<file path="config.mk">
export PLATFORM = sky130hd
export DESIGN_NAME = dsss_burst_spreader_flat
export DESIGN_NICKNAME = d
export VERILOG_FILES = /design/src/rtl/dbs_pkg.sv /design/src/rtl/dbs_if.sv /design/src/rtl/dbs_front.sv /design/src/rtl/dbs_queue.sv /design/src/rtl/dbs_back.sv /design/src/rtl/dsss_burst_spreader.sv /design/src/flat_wrapper.sv
export SDC_FILE = /design/constraint.sdc
export NUM_CORES = 1
export LEC_CHECK = 0
export ABC_AREA = 1
export BUFFER_PORTS_ARGS = -buffer_cell sky130_fd_sc_hd__buf_2
export CAP_MARGIN = 20
export CELL_PAD_IN_SITES_DETAIL_PLACEMENT = 0
export CELL_PAD_IN_SITES_GLOBAL_PLACEMENT = 2
export CORE_ASPECT_RATIO = 1.2
export CORE_MARGIN = 2
export CORE_UTILIZATION = 34
export CTS_BUF_LIST = sky130_fd_sc_hd__clkbuf_4
export DETAILED_ROUTE_END_ITERATION = 6
export PLACE_DENSITY_LB_ADDON = 0.08
export RECOVER_POWER = 100
export SYNTH_ARGS = -nofsm -noshare
export SYNTH_HDL_FRONTEND = slang
export SYNTH_HIERARCHICAL = 1
export SYNTH_SLANG_ARGS = --single-unit
</file>
<file path="constraint.sdc">
create_clock -name clock -period 7.2 [get_ports clock]
set_input_delay 1.44 -clock clock [delete_from_list [all_inputs] [get_ports clock]]
set_output_delay 1.44 -clock clock [all_outputs]
set_load 0.01 [all_outputs]
</file>
<file path="src/rtl/dbs_pkg.sv">
// Shared types, constants and helper functions for the DSSS burst spreader.
// No dependencies; every other file refers to it by scoped names.
package dbs_pkg;

   localparam int CodeChipsMax      = 64;
   localparam int ChipWordW         = 64;
   localparam int ChipCountW        = 7;
   localparam int CrcW              = 16;
   localparam int CrcTop            = 15;
   localparam logic [15:0] CrcPoly  = 16'h1021;
   localparam int QueueDepthDefault = 4;
   localparam int CfgAddrW          = 6;
   localparam int CfgDataW          = 64;
   localparam int IdxW              = 6;

   typedef enum logic {
      OP_START = 1'b0,
      OP_BIT   = 1'b1
   } op_kind_type;

   typedef enum logic [2:0] {
      REG_ACQ_WORD    = 3'd0,
      REG_ACQ_LEN     = 3'd1,
      REG_ACQ_REPEATS = 3'd2,
      REG_SPREAD_WORD = 3'd3,
      REG_SPREAD_LEN  = 3'd4,
      REG_CRC_ENABLE  = 3'd5,
      REG_CRC_INIT    = 3'd6
   } reg_index_type;

   typedef enum logic [1:0] {
      CMD_PREAMBLE,
      CMD_BIT,
      CMD_BIT_TRAILER
   } cmd_kind_type;

   typedef struct packed {
      cmd_kind_type     kind;
      logic             bit_val;
      logic [CrcW-1:0]  crc;
   } cmd_type;

   typedef struct packed {
      logic [ChipWordW-1:0]  acq_word;
      logic [ChipCountW-1:0] acq_len;
      logic [ChipCountW-1:0] acq_repeats;
      logic [ChipWordW-1:0]  spread_word;
      logic [ChipCountW-1:0] spread_len;
      logic                  crc_enable;
      logic [CrcW-1:0]       crc_init;
   } cfg_type;

   // saturate a length or repeat count at the code size
   function automatic logic [ChipCountW-1:0] clamp_len(input logic [ChipCountW-1:0] len);
      clamp_len = (len > ChipCountW'(CodeChipsMax)) ? ChipCountW'(CodeChipsMax) : len;
   endfunction

   function automatic logic [ChipWordW-1:0] chip_mask(input logic [ChipCountW-1:0] len);
      if (len >= ChipCountW'(ChipWordW)) begin
         chip_mask = '1;
      end else begin
         chip_mask = (ChipWordW'(1) << len[IdxW-1:0]) - ChipWordW'(1);
      end
   endfunction

   // one MSB-first step of CRC-16-CCITT
   function automatic logic [CrcW-1:0] crc_feed(input logic [CrcW-1:0] crc,
                                                input logic bit_in);
      logic fb;
      fb = crc[CrcTop] ^ bit_in;
      crc_feed = {crc[CrcW-2:0], 1'b0} ^ (fb ? CrcPoly : '0);
   endfunction

endpackage

</file>
<file path="src/rtl/dbs_if.sv">
// Valid/ready channel interfaces for the spreader's request and result sides.
// Depends on dbs_pkg for field widths.
interface dbs_req_if;
   logic valid;
   logic ready;
   logic operation;
   logic frame_bit;
   logic in_payload;
   logic last_bit;

   modport source(output valid, operation, frame_bit, in_payload, last_bit, input ready);
   modport sink(input valid, operation, frame_bit, in_payload, last_bit, output ready);
endinterface

interface dbs_rsp_if;
   logic                              valid;
   logic                              ready;
   logic [dbs_pkg::ChipWordW-1:0]     chip_word;
   logic [dbs_pkg::ChipCountW-1:0]    chip_count;
   logic                              is_preamble;
   logic                              is_trailer;
   logic                              run_last;

   modport source(output valid, chip_word, chip_count, is_preamble, is_trailer, run_last,
                  input ready);
   modport sink(input valid, chip_word, chip_count, is_preamble, is_trailer, run_last,
                output ready);
endinterface

</file>
<file path="src/rtl/dbs_front.sv">
// Front end: accepts request items, keeps the CRC state and queues commands.
// Depends on dbs_pkg and dbs_if.
module dbs_front (
   input  logic               clock,
   input  logic               reset,
   dbs_req_if.sink            req,
   input  dbs_pkg::cfg_type   cfg,
   input  logic               q_full,
   output logic               push,
   output dbs_pkg::cmd_type   push_cmd
);

   logic [dbs_pkg::CrcW-1:0] crc_ff, crc_in;
   logic                     seen_ff, seen_in;
   logic                     accept;
   logic [dbs_pkg::CrcW-1:0] crc_upd;
   logic                     seen_upd;

   assign req.ready = !q_full;
   assign accept    = req.valid && req.ready;

   always_comb begin
      crc_upd  = req.in_payload ? dbs_pkg::crc_feed(crc_ff, req.frame_bit) : crc_ff;
      seen_upd = seen_ff | req.in_payload;
      crc_in   = crc_ff;
      seen_in  = seen_ff;
      push     = 1'b0;
      push_cmd.kind    = dbs_pkg::CMD_BIT;
      push_cmd.bit_val = req.frame_bit;
      push_cmd.crc     = crc_upd;
      if (accept) begin
         if (req.operation == dbs_pkg::OP_START) begin
            // burst start: reload, queue the preamble only if it has chips
            crc_in        = cfg.crc_init;
            seen_in       = 1'b0;
            push_cmd.kind = dbs_pkg::CMD_PREAMBLE;
            push          = (cfg.acq_len != '0) && (cfg.acq_repeats != '0);
         end else begin
            push = 1'b1;
            if (req.last_bit) begin
               if (cfg.crc_enable && seen_upd) begin
                  push_cmd.kind = dbs_pkg::CMD_BIT_TRAILER;
               end
               crc_in  = cfg.crc_init;
               seen_in = 1'b0;
            end else begin
               crc_in  = crc_upd;
               seen_in = seen_upd;
            end
         end
      end
   end

   always_ff @(posedge clock) begin
      if (reset) begin
         crc_ff  <= 16'hFFFF;
         seen_ff <= 1'b0;
      end else begin
         crc_ff  <= crc_in;
         seen_ff <= seen_in;
      end
   end

   a_burst_end_reload: assert property (@(posedge clock) disable iff (reset)
      accept && (req.operation == dbs_pkg::OP_BIT) && req.last_bit
      |=> !seen_ff && crc_ff == $past(cfg.crc_init))
      else $error("CRC state not reloaded after last bit");

endmodule

</file>
<file path="src/rtl/dbs_queue.sv">
// Short command queue between the front and back ends, held in flip-flops.
// Depends on dbs_pkg.
module dbs_queue #(
   parameter int DEPTH = dbs_pkg::QueueDepthDefault
) (
   input  logic               clock,
   input  logic               reset,
   input  logic               push,
   input  dbs_pkg::cmd_type   push_cmd,
   input  logic               pop,
   output logic               full,
   output logic               not_empty,
   output dbs_pkg::cmd_type   head
);

   localparam int PtrW = (DEPTH > 1) ? $clog2(DEPTH) : 1;
   localparam int CntW = $clog2(DEPTH + 1);
   localparam logic [CntW-1:0] FullCount = CntW'(DEPTH);
   localparam logic [PtrW-1:0] LastPtr   = PtrW'(DEPTH - 1);

   dbs_pkg::cmd_type slot_ff [DEPTH];
   logic [PtrW-1:0]  wr_ptr_ff, wr_ptr_in;
   logic [PtrW-1:0]  rd_ptr_ff, rd_ptr_in;
   logic [CntW-1:0]  count_ff, count_in;

   assign full      = (count_ff == FullCount);
   assign not_empty = (count_ff != '0);
   assign head      = slot_ff[rd_ptr_ff];

   always_comb begin
      wr_ptr_in = wr_ptr_ff;
      rd_ptr_in = rd_ptr_ff;
      count_in  = count_ff;
      if (push) begin
         wr_ptr_in = (wr_ptr_ff == LastPtr) ? '0 : wr_ptr_ff + PtrW'(1);
      end
      if (pop) begin
         rd_ptr_in = (rd_ptr_ff == LastPtr) ? '0 : rd_ptr_ff + PtrW'(1);
      end
      if (push && !pop) begin
         count_in = count_ff + CntW'(1);
      end else if (pop && !push) begin
         count_in = count_ff - CntW'(1);
      end
   end

   always_ff @(posedge clock) begin
      if (reset) begin
         wr_ptr_ff <= '0;
         rd_ptr_ff <= '0;
         count_ff  <= '0;
      end else begin
         wr_ptr_ff <= wr_ptr_in;
         rd_ptr_ff <= rd_ptr_in;
         count_ff  <= count_in;
      end
   end

   always_ff @(posedge clock) begin
      if (push) begin
         slot_ff[wr_ptr_ff] <= push_cmd;
      end
   end

   a_no_overflow: assert property (@(posedge clock) disable iff (reset)
      full |-> !push)
      else $error("push into a full queue");

   a_no_underflow: assert property (@(posedge clock) disable iff (reset)
      pop |-> not_empty)
      else $error("pop from an empty queue");

endmodule

</file>
<file path="src/rtl/dbs_back.sv">
// Back end: expands queued commands into chip words behind an output register.
// Depends on dbs_pkg and dbs_if.
module dbs_back (
   input  logic               clock,
   input  logic               reset,
   input  dbs_pkg::cfg_type   cfg,
   input  logic               q_valid,
   input  dbs_pkg::cmd_type   q_head,
   output logic               q_pop,
   dbs_rsp_if.source          rsp
);

   localparam int IdxW = dbs_pkg::IdxW;
   localparam int CcW  = dbs_pkg::ChipCountW;
   localparam int WW   = dbs_pkg::ChipWordW;

   dbs_pkg::cmd_type  cur_ff, cur_in;
   logic              active_ff, active_in;
   logic [IdxW-1:0]   idx_ff, idx_in;

   logic              out_valid_ff, out_valid_in;
   logic [WW-1:0]     word_ff, word_in;
   logic [CcW-1:0]    count_ff, count_in;
   logic              pre_ff, pre_in;
   logic              trl_ff, trl_in;
   logic              last_ff, last_in;

   dbs_pkg::cmd_type  src;
   logic [IdxW-1:0]   idx;
   logic [IdxW-1:0]   last_idx;
   logic              is_last;
   logic              have, out_free, step;
   logic [CcW-1:0]    acq_len, reps, spr_len;
   logic [WW-1:0]     acq_mask, spr_mask;
   logic [4:0]        crc_pos;
   logic              chip_bit;

   always_comb begin
      src      = active_ff ? cur_ff : q_head;
      idx      = active_ff ? idx_ff : '0;
      acq_len  = dbs_pkg::clamp_len(cfg.acq_len);
      reps     = dbs_pkg::clamp_len(cfg.acq_repeats) - CcW'(1);
      spr_len  = (cfg.spread_len == '0) ? CcW'(1) : dbs_pkg::clamp_len(cfg.spread_len);
      acq_mask = dbs_pkg::chip_mask(acq_len);
      spr_mask = dbs_pkg::chip_mask(spr_len);
      case (src.kind)
         dbs_pkg::CMD_PREAMBLE:    last_idx = reps[IdxW-1:0];
         dbs_pkg::CMD_BIT_TRAILER: last_idx = IdxW'(dbs_pkg::CrcW);
         default:                  last_idx = '0;
      endcase
      is_last  = (idx == last_idx);
      have     = active_ff || q_valid;
      out_free = !out_valid_ff || rsp.ready;
      step     = have && out_free;
      q_pop    = step && !active_ff;
      // trailer result k (1..16) carries CRC bit 16-k, MSB first
      crc_pos  = 5'd16 - idx[4:0];
      chip_bit = (idx == '0) ? src.bit_val : src.crc[crc_pos[3:0]];
   end

   // sequencing of the current command
   always_comb begin
      cur_in    = cur_ff;
      active_in = active_ff;
      idx_in    = idx_ff;
      if (step) begin
         if (active_ff) begin
            if (is_last) begin
               active_in = 1'b0;
            end else begin
               idx_in = idx_ff + IdxW'(1);
            end
         end else if (!is_last) begin
            cur_in    = q_head;
            active_in = 1'b1;
            idx_in    = IdxW'(1);
         end
      end
   end

   // result formation
   always_comb begin
      out_valid_in = out_free ? step : out_valid_ff;
      word_in  = word_ff;
      count_in = count_ff;
      pre_in   = pre_ff;
      trl_in   = trl_ff;
      last_in  = last_ff;
      if (step) begin
         last_in = is_last;
         if (src.kind == dbs_pkg::CMD_PREAMBLE) begin
            word_in  = cfg.acq_word & acq_mask;
            count_in = acq_len;
            pre_in   = 1'b1;
            trl_in   = 1'b0;
         end else begin
            word_in  = (cfg.spread_word ^ (chip_bit ? spr_mask : '0)) & spr_mask;
            count_in = spr_len;
            pre_in   = 1'b0;
            trl_in   = (idx != '0);
         end
      end
   end

   always_ff @(posedge clock) begin
      if (reset) begin
         active_ff    <= 1'b0;
         idx_ff       <= '0;
         out_valid_ff <= 1'b0;
      end else begin
         active_ff    <= active_in;
         idx_ff       <= idx_in;
         out_valid_ff <= out_valid_in;
      end
   end

   always_ff @(posedge clock) begin
      cur_ff   <= cur_in;
      word_ff  <= word_in;
      count_ff <= count_in;
      pre_ff   <= pre_in;
      trl_ff   <= trl_in;
      last_ff  <= last_in;
   end

   assign rsp.valid       = out_valid_ff;
   assign rsp.chip_word   = word_ff;
   assign rsp.chip_count  = count_ff;
   assign rsp.is_preamble = pre_ff;
   assign rsp.is_trailer  = trl_ff;
   assign rsp.run_last    = last_ff;

   a_active_idx: assert property (@(posedge clock) disable iff (reset)
      active_ff |-> idx_ff != '0)
      else $error("active command with zero result index");

   a_trailer_only_in_bit: assert property (@(posedge clock) disable iff (reset)
      step && src.kind == dbs_pkg::CMD_BIT |-> is_last)
      else $error("plain bit command produced more than one result");

endmodule

</file>
<file path="src/rtl/dsss_burst_spreader.sv">
// Top level of the DSSS burst spreader: register file, front, queue and back.
// Depends on dbs_pkg, dbs_if, dbs_front, dbs_queue and dbs_back.
//
//   channel   direction  handshake            carries
//   req_if    in         valid/ready          operation, frame_bit, in_payload, last_bit
//   rsp_if    out        valid/ready          chip_word, chip_count, flags, run_last
//   APB       in         psel/penable/pready  register writes and reads, 64-bit data
//
// Cycles: the front takes one item per cycle while the command queue has room.
// The back emits one result per cycle while rsp_if is ready: a frame bit gives
// one, a last bit with a trailer gives 17, a start item gives acq_repeats results
// (at most 64, none when the acquisition code is empty); the back's single output
// register sets the sustained rate of one result per cycle.
// Reset is synchronous and clears control state; there is no clearing pass.
// A stalled result holds in the output register while the queue keeps filling.
module dsss_burst_spreader #(
   parameter int QUEUE_DEPTH = dbs_pkg::QueueDepthDefault
) (
   input  logic                           clock,
   input  logic                           reset,
   dbs_req_if.sink                        req_if,
   dbs_rsp_if.source                      rsp_if,
   input  logic                           psel,
   input  logic                           penable,
   input  logic                           pwrite,
   input  logic [dbs_pkg::CfgAddrW-1:0]   paddr,
   input  logic [dbs_pkg::CfgDataW-1:0]   pwdata,
   output logic [dbs_pkg::CfgDataW-1:0]   prdata,
   output logic                           pready
);

   localparam int WW  = dbs_pkg::ChipWordW;
   localparam int CcW = dbs_pkg::ChipCountW;
   localparam int CrW = dbs_pkg::CrcW;

   // configuration registers
   logic [WW-1:0]   acq_word_ff, acq_word_in;
   logic [CcW-1:0]  acq_len_ff, acq_len_in;
   logic [CcW-1:0]  acq_repeats_ff, acq_repeats_in;
   logic [WW-1:0]   spr_word_ff, spr_word_in;
   logic [CcW-1:0]  spr_len_ff, spr_len_in;
   logic            crc_en_ff, crc_en_in;
   logic [CrW-1:0]  crc_init_ff, crc_init_in;

   dbs_pkg::reg_index_type reg_idx;
   logic                   wr_en;
   dbs_pkg::cfg_type       cfg;

   logic             push, pop, q_full, q_valid;
   dbs_pkg::cmd_type push_cmd, q_head;

   assign pready  = 1'b1;
   assign wr_en   = psel && penable && pwrite;
   // registers sit at 8-byte strides
   assign reg_idx = dbs_pkg::reg_index_type'(paddr[dbs_pkg::CfgAddrW-1:3]);

   // decode the write and keep every other register
   always_comb begin
      acq_word_in    = acq_word_ff;
      acq_len_in     = acq_len_ff;
      acq_repeats_in = acq_repeats_ff;
      spr_word_in    = spr_word_ff;
      spr_len_in     = spr_len_ff;
      crc_en_in      = crc_en_ff;
      crc_init_in    = crc_init_ff;
      if (wr_en) begin
         case (reg_idx)
            dbs_pkg::REG_ACQ_WORD:    acq_word_in    = pwdata;
            dbs_pkg::REG_ACQ_LEN:     acq_len_in     = pwdata[CcW-1:0];
            dbs_pkg::REG_ACQ_REPEATS: acq_repeats_in = pwdata[CcW-1:0];
            dbs_pkg::REG_SPREAD_WORD: spr_word_in    = pwdata;
            dbs_pkg::REG_SPREAD_LEN:  spr_len_in     = pwdata[CcW-1:0];
            dbs_pkg::REG_CRC_ENABLE:  crc_en_in      = pwdata[0];
            dbs_pkg::REG_CRC_INIT:    crc_init_in    = pwdata[CrW-1:0];
            default: ;
         endcase
      end
   end

   always_ff @(posedge clock) begin
      if (reset) begin
         acq_word_ff    <= '0;
         acq_len_ff     <= '0;
         acq_repeats_ff <= '0;
         spr_word_ff    <= '0;
         spr_len_ff     <= CcW'(1);
         crc_en_ff      <= 1'b1;
         crc_init_ff    <= 16'hFFFF;
      end else begin
         acq_word_ff    <= acq_word_in;
         acq_len_ff     <= acq_len_in;
         acq_repeats_ff <= acq_repeats_in;
         spr_word_ff    <= spr_word_in;
         spr_len_ff     <= spr_len_in;
         crc_en_ff      <= crc_en_in;
         crc_init_ff    <= crc_init_in;
      end
   end

   // read back the addressed register, zero beyond the list
   always_comb begin
      case (reg_idx)
         dbs_pkg::REG_ACQ_WORD:    prdata = acq_word_ff;
         dbs_pkg::REG_ACQ_LEN:     prdata = dbs_pkg::CfgDataW'(acq_len_ff);
         dbs_pkg::REG_ACQ_REPEATS: prdata = dbs_pkg::CfgDataW'(acq_repeats_ff);
         dbs_pkg::REG_SPREAD_WORD: prdata = spr_word_ff;
         dbs_pkg::REG_SPREAD_LEN:  prdata = dbs_pkg::CfgDataW'(spr_len_ff);
         dbs_pkg::REG_CRC_ENABLE:  prdata = dbs_pkg::CfgDataW'(crc_en_ff);
         dbs_pkg::REG_CRC_INIT:    prdata = dbs_pkg::CfgDataW'(crc_init_ff);
         default:                  prdata = '0;
      endcase
   end

   // bundle the settings for both ends
   always_comb begin
      cfg.acq_word    = acq_word_ff;
      cfg.acq_len     = acq_len_ff;
      cfg.acq_repeats = acq_repeats_ff;
      cfg.spread_word = spr_word_ff;
      cfg.spread_len  = spr_len_ff;
      cfg.crc_enable  = crc_en_ff;
      cfg.crc_init    = crc_init_ff;
   end

   // front: classify each item, advance the CRC, queue a command
   dbs_front u_front (
      .clock    (clock),
      .reset    (reset),
      .req      (req_if),
      .cfg      (cfg),
      .q_full   (q_full),
      .push     (push),
      .push_cmd (push_cmd)
   );

   // queue: decouple item acceptance from result delivery
   dbs_queue #(
      .DEPTH (QUEUE_DEPTH)
   ) u_queue (
      .clock     (clock),
      .reset     (reset),
      .push      (push),
      .push_cmd  (push_cmd),
      .pop       (pop),
      .full      (q_full),
      .not_empty (q_valid),
      .head      (q_head)
   );

   // back: expand each command into chip words
   dbs_back u_back (
      .clock   (clock),
      .reset   (reset),
      .cfg     (cfg),
      .q_valid (q_valid),
      .q_head  (q_head),
      .q_pop   (pop),
      .rsp     (rsp_if)
   );

endmodule
</file>
<file path="src/flat_wrapper.sv">
// flat-port wrapper written by rule: the top's interface ports become plain ports
module dsss_burst_spreader_flat 
#(
   parameter int QUEUE_DEPTH = dbs_pkg::QueueDepthDefault
)
  (clock, reset, psel, penable, pwrite, paddr, pwdata, prdata, pready, req_if_valid, req_if_operation, req_if_frame_bit, req_if_in_payload, req_if_last_bit, req_if_ready, rsp_if_valid, rsp_if_chip_word, rsp_if_chip_count, rsp_if_is_preamble, rsp_if_is_trailer, rsp_if_run_last, rsp_if_ready);
  dbs_req_if req_if_i ();
  dbs_rsp_if rsp_if_i ();
  input  logic clock;
  input  logic reset;
  input  logic psel;
  input  logic penable;
  input  logic pwrite;
  input  logic [dbs_pkg::CfgAddrW-1:0] paddr;
  input  logic [dbs_pkg::CfgDataW-1:0] pwdata;
  output logic [dbs_pkg::CfgDataW-1:0] prdata;
  output logic pready;
  input wire logic [$bits(req_if_i.valid)-1:0] req_if_valid;
  input wire logic [$bits(req_if_i.operation)-1:0] req_if_operation;
  input wire logic [$bits(req_if_i.frame_bit)-1:0] req_if_frame_bit;
  input wire logic [$bits(req_if_i.in_payload)-1:0] req_if_in_payload;
  input wire logic [$bits(req_if_i.last_bit)-1:0] req_if_last_bit;
  output wire logic [$bits(req_if_i.ready)-1:0] req_if_ready;
  output wire logic [$bits(rsp_if_i.valid)-1:0] rsp_if_valid;
  output wire logic [$bits(rsp_if_i.chip_word)-1:0] rsp_if_chip_word;
  output wire logic [$bits(rsp_if_i.chip_count)-1:0] rsp_if_chip_count;
  output wire logic [$bits(rsp_if_i.is_preamble)-1:0] rsp_if_is_preamble;
  output wire logic [$bits(rsp_if_i.is_trailer)-1:0] rsp_if_is_trailer;
  output wire logic [$bits(rsp_if_i.run_last)-1:0] rsp_if_run_last;
  input wire logic [$bits(rsp_if_i.ready)-1:0] rsp_if_ready;
  assign req_if_i.valid = req_if_valid;
  assign req_if_i.operation = req_if_operation;
  assign req_if_i.frame_bit = req_if_frame_bit;
  assign req_if_i.in_payload = req_if_in_payload;
  assign req_if_i.last_bit = req_if_last_bit;
  assign req_if_ready = req_if_i.ready;
  assign rsp_if_valid = rsp_if_i.valid;
  assign rsp_if_chip_word = rsp_if_i.chip_word;
  assign rsp_if_chip_count = rsp_if_i.chip_count;
  assign rsp_if_is_preamble = rsp_if_i.is_preamble;
  assign rsp_if_is_trailer = rsp_if_i.is_trailer;
  assign rsp_if_run_last = rsp_if_i.run_last;
  assign rsp_if_i.ready = rsp_if_ready;
  dsss_burst_spreader #(.QUEUE_DEPTH(QUEUE_DEPTH)) u_core (.clock(clock), .reset(reset), .req_if(req_if_i), .rsp_if(rsp_if_i), .psel(psel), .penable(penable), .pwrite(pwrite), .paddr(paddr), .pwdata(pwdata), .prdata(prdata), .pready(pready));
endmodule
</file>
==> results.sh <==
export IMPL_drv_cap=6
export IMPL_violations="capacitance limit, slew limit"
export IMPL_gp_congestion=0.969
export IMPL_critical_path_class="in -> out"
export IMPL_rsz0062_at_grt="false"
export IMPL_clock_root_buffer="clkbuf_4"
export IMPL_start_util_pct=34.3
export IMPL_core_area_um2=68200
export IMPL_cp_required_ps=5760
export IMPL_ant_nets=0
export IMPL_finalWirelength_um=106000
export IMPL_antenna_found_initial=2
export IMPL_maxSlewViolCount=320
export IMPL_cts_resized=0
export IMPL_synth_xor_area_share_pct=0.482
export IMPL_cts_hold_buf=0
export IMPL_syn_inst=3501
export IMPL_synth_cell_type_count=54
export IMPL_min_period_over_period_pct=83.9
export IMPL_ys_flop_type="dfxtp_1"
export IMPL_area_delta_synth_final_pct=11.5
export IMPL_avgSynthCellArea_um2=6.67
export IMPL_path_max_fanout=31
export IMPL_slew_headroom_pct=-100
export IMPL_dp_hpwl_um=81000
export IMPL_grt_usage_pct=29.2
export IMPL_layout_nets=3765
export IMPL_synth_fa_ha_area_share_pct=0.675
export IMPL_synthArstFlopShare_pct=0
export IMPL_dieArea_um2=70800
export IMPL_whs_ps=482
export IMPL_dr_total_vias=24000
export IMPL_synth_top_family_by_area="simple AND/OR/NAND/NOR gates"
export IMPL_syn_area_um2=23400
export IMPL_dp_cells=4475
export IMPL_ioPinCount=222
export IMPL_route_detailed_drc=0
export IMPL_status="complete, but fails checks"
export IMPL_worst_setup_path_start_kind="input port"
export IMPL_die_h_um=291
export IMPL_ys_ff_latch=369
export IMPL_viasPerCell=5.14
export IMPL_grt_pass1_wl_um=153000
export IMPL_fmax_mhz=166
export IMPL_ys_warn_count=6
export IMPL_wl_per_cell_um=22.6
export IMPL_clock_skew_ps=98.5
export IMPL_worst_pin_slew_ps=3000
export IMPL_postCtsSetupRepairBufs=0
export IMPL_setup_tns_ps=0
export IMPL_ys_seq_area_share_pct=38.9
export IMPL_dr_pass1_iters=5
export IMPL_synth_fp_nets=3594
export IMPL_synthMuxAreaShare_pct=0
export IMPL_portBuffers=217
export IMPL_period_minus_slack_ps=6040
export IMPL_htree_levels=3
export IMPL_clock_latency_ps=970
export IMPL_synth_compound_area_share_pct=7.57
export IMPL_cts_buffer_depth=3
export IMPL_grt_pass1_vias=23000
export IMPL_p_leak_uw=0.0124
export IMPL_layout_drive_gt1_share_pct=11.1
export IMPL_rows=105
export IMPL_yosys_area_share_simple_pct=43.4
export IMPL_hold_viol_final=0
export IMPL_drt_iter0_drc=1566
export IMPL_final_common_cell="nand2_1"
export IMPL_power_density_nw_per_um2=294
export IMPL_cts_num_sinks=369
export IMPL_arrival_ps=4600
export IMPL_final_cell_mix="nand2_1, nor2_1, nand3_1, inv_1, dfxtp_1"
export IMPL_final_setup_viol_count=0
export IMPL_stdcell_count=4673
export IMPL_cts_tree="built"
export IMPL_synth_edf_count=169
export IMPL_critical_path_endpoint_type="output pin"
export IMPL_clk_pin_slew_ps=60
export IMPL_grt_start_max_net_pins=129
export IMPL_fp_dieW_um=243
export IMPL_ir_worst_vdd_mv=0.345
export IMPL_worstHoldPathType="reg -> reg"
export IMPL_cts_buffers_inserted=103
export IMPL_grt_overflow=0
export IMPL_nFillCells=7614
==> worst max-delay path, cell delays in order <==
cell	delay (ps)
clkbuf_1	420
nand2_1	180
nor2_4	710
clkbuf_1	1290
nand2_1	130
nand2_1	200
clkbuf_1	170
==> metal layers <==
layer	up-vias	track usage, %	wire length [um]
li1	11800	-	-
met1	11300	33.4	41500
met2	736	52.9	54100
met3	178	3.49	4250
met4	0	15.6	5900
met5	-	0	0
==> report_power, final <==
part           leakage (uW)  switching [uW]  total, uW  internal [uW]
combinational       0.00835            2050       2680            629
sequential          0.00325             193       2900           2710
clock              0.000825             980       2080           1100
total                0.0124            3230       7660           4440
==> registers in the layout, summed over array words and instances, names as in the netlist, named ones only <==
signal                         cells
u_core/acq_len_ff                  7
u_core/acq_repeats_ff              7
u_core/acq_word_ff                64
u_core/crc_en_ff                   1
u_core/crc_init_ff                16
u_core/spr_len_ff                  7
u_core/spr_word_ff                64
u_core/u_back/active_ff            1
u_core/u_back/cur_ff              19
u_core/u_back/idx_ff               6
u_core/u_back/rsp.chip_count       7
u_core/u_back/rsp.chip_word       64
u_core/u_back/rsp.is_preamble      1
u_core/u_back/rsp.is_trailer       1
u_core/u_back/rsp.run_last         1
u_core/u_back/rsp.valid            1
u_core/u_front/crc_ff             16
u_core/u_front/seen_ff             1
u_core/u_queue/count_ff            3
u_core/u_queue/rd_ptr_ff           2
u_core/u_queue/slot_ff            76
u_core/u_queue/wr_ptr_ff           2
==> synthesized netlist by cell type (all sizes together) (2+ instances only) <==
cell | count | area, um2
o21a | 3 | 22.5
clkbuf | 48 | 181
and2 | 8 | 50.1
inv | 285 | 1070
nand3 | 464 | 2420
ha | 11 | 138
nand4 | 59 | 394
edfxtp | 169 | 5070
nor2 | 646 | 2660
dfxtp | 200 | 4000
buf | 128 | 813
nand2 | 1071 | 4120
nor3 | 25 | 204
or2 | 10 | 62.6
a21boi | 2 | 15.0
o22ai | 22 | 138
xor2 | 11 | 104
o21ai | 160 | 812
clkinv | 5 | 18.8
nand3b | 28 | 210
nor4 | 3 | 18.8
o211ai | 20 | 150
o21bai | 12 | 90.1
a21oi | 103 | 515
==> cells by family (layout without fill, tap and decap cells) <==
group	count (synthesis)	count (layout)
other	1	6
AND/OR/NAND/NOR	2316	2316
flip-flops	369	369
XOR/XNOR	12	12
buffers and inverters	466	724
AO/OA/AOI/OAI	325	325
adder cells (fa/ha/maj)	12	12
==> final timing paths <==
path,endpoint,from,cells past startpoint,slack [ps]
worst max register to register,u_core/u_back/rsp.chip_word[60]$_DFFE_PP_,u_core/u_back/active_ff$_SDFFE_PP0P_,4,1550
worst min register to register,u_core/u_front/crc_ff[7]$_SDFFE_PP1P_,u_core/u_front/crc_ff[7]$_SDFFE_PP1P_,2,480
worst max-delay path,prdata[48],paddr[3],7,1160
worst min-delay path,u_core/u_front/crc_ff[7]$_SDFFE_PP1P_,u_core/u_front/crc_ff[7]$_SDFFE_PP1P_,2,480
==> cell type report <==
class                   instances  area, um2  area share [%]
diodes                          5       12.5          0.0481
clock buffers                 149       1120            4.30
clock inverters                43        289            1.11
inverters                     290       1090            4.20
multi-input cells            2666      12200            46.8
flip-flops and latches        369       9080            34.9
well taps                     909       1140            4.37
repair buffers                242       1120            4.31
==> metrics by stage <==
stage                     total power (uW)  area [um2]  worst slack, ps  utilization [%]
after floorplan                       4650       23400              589                -
after global placement                5670       24800             2110             36.4
after detailed placement              5710       24800             2110             36.4
after CTS                             7830       26200             2100             38.5
after global routing                  8110       26000              939             38.2
final                                 7660       26000             1160             38.2
Power figures use the tool's default switching activity.
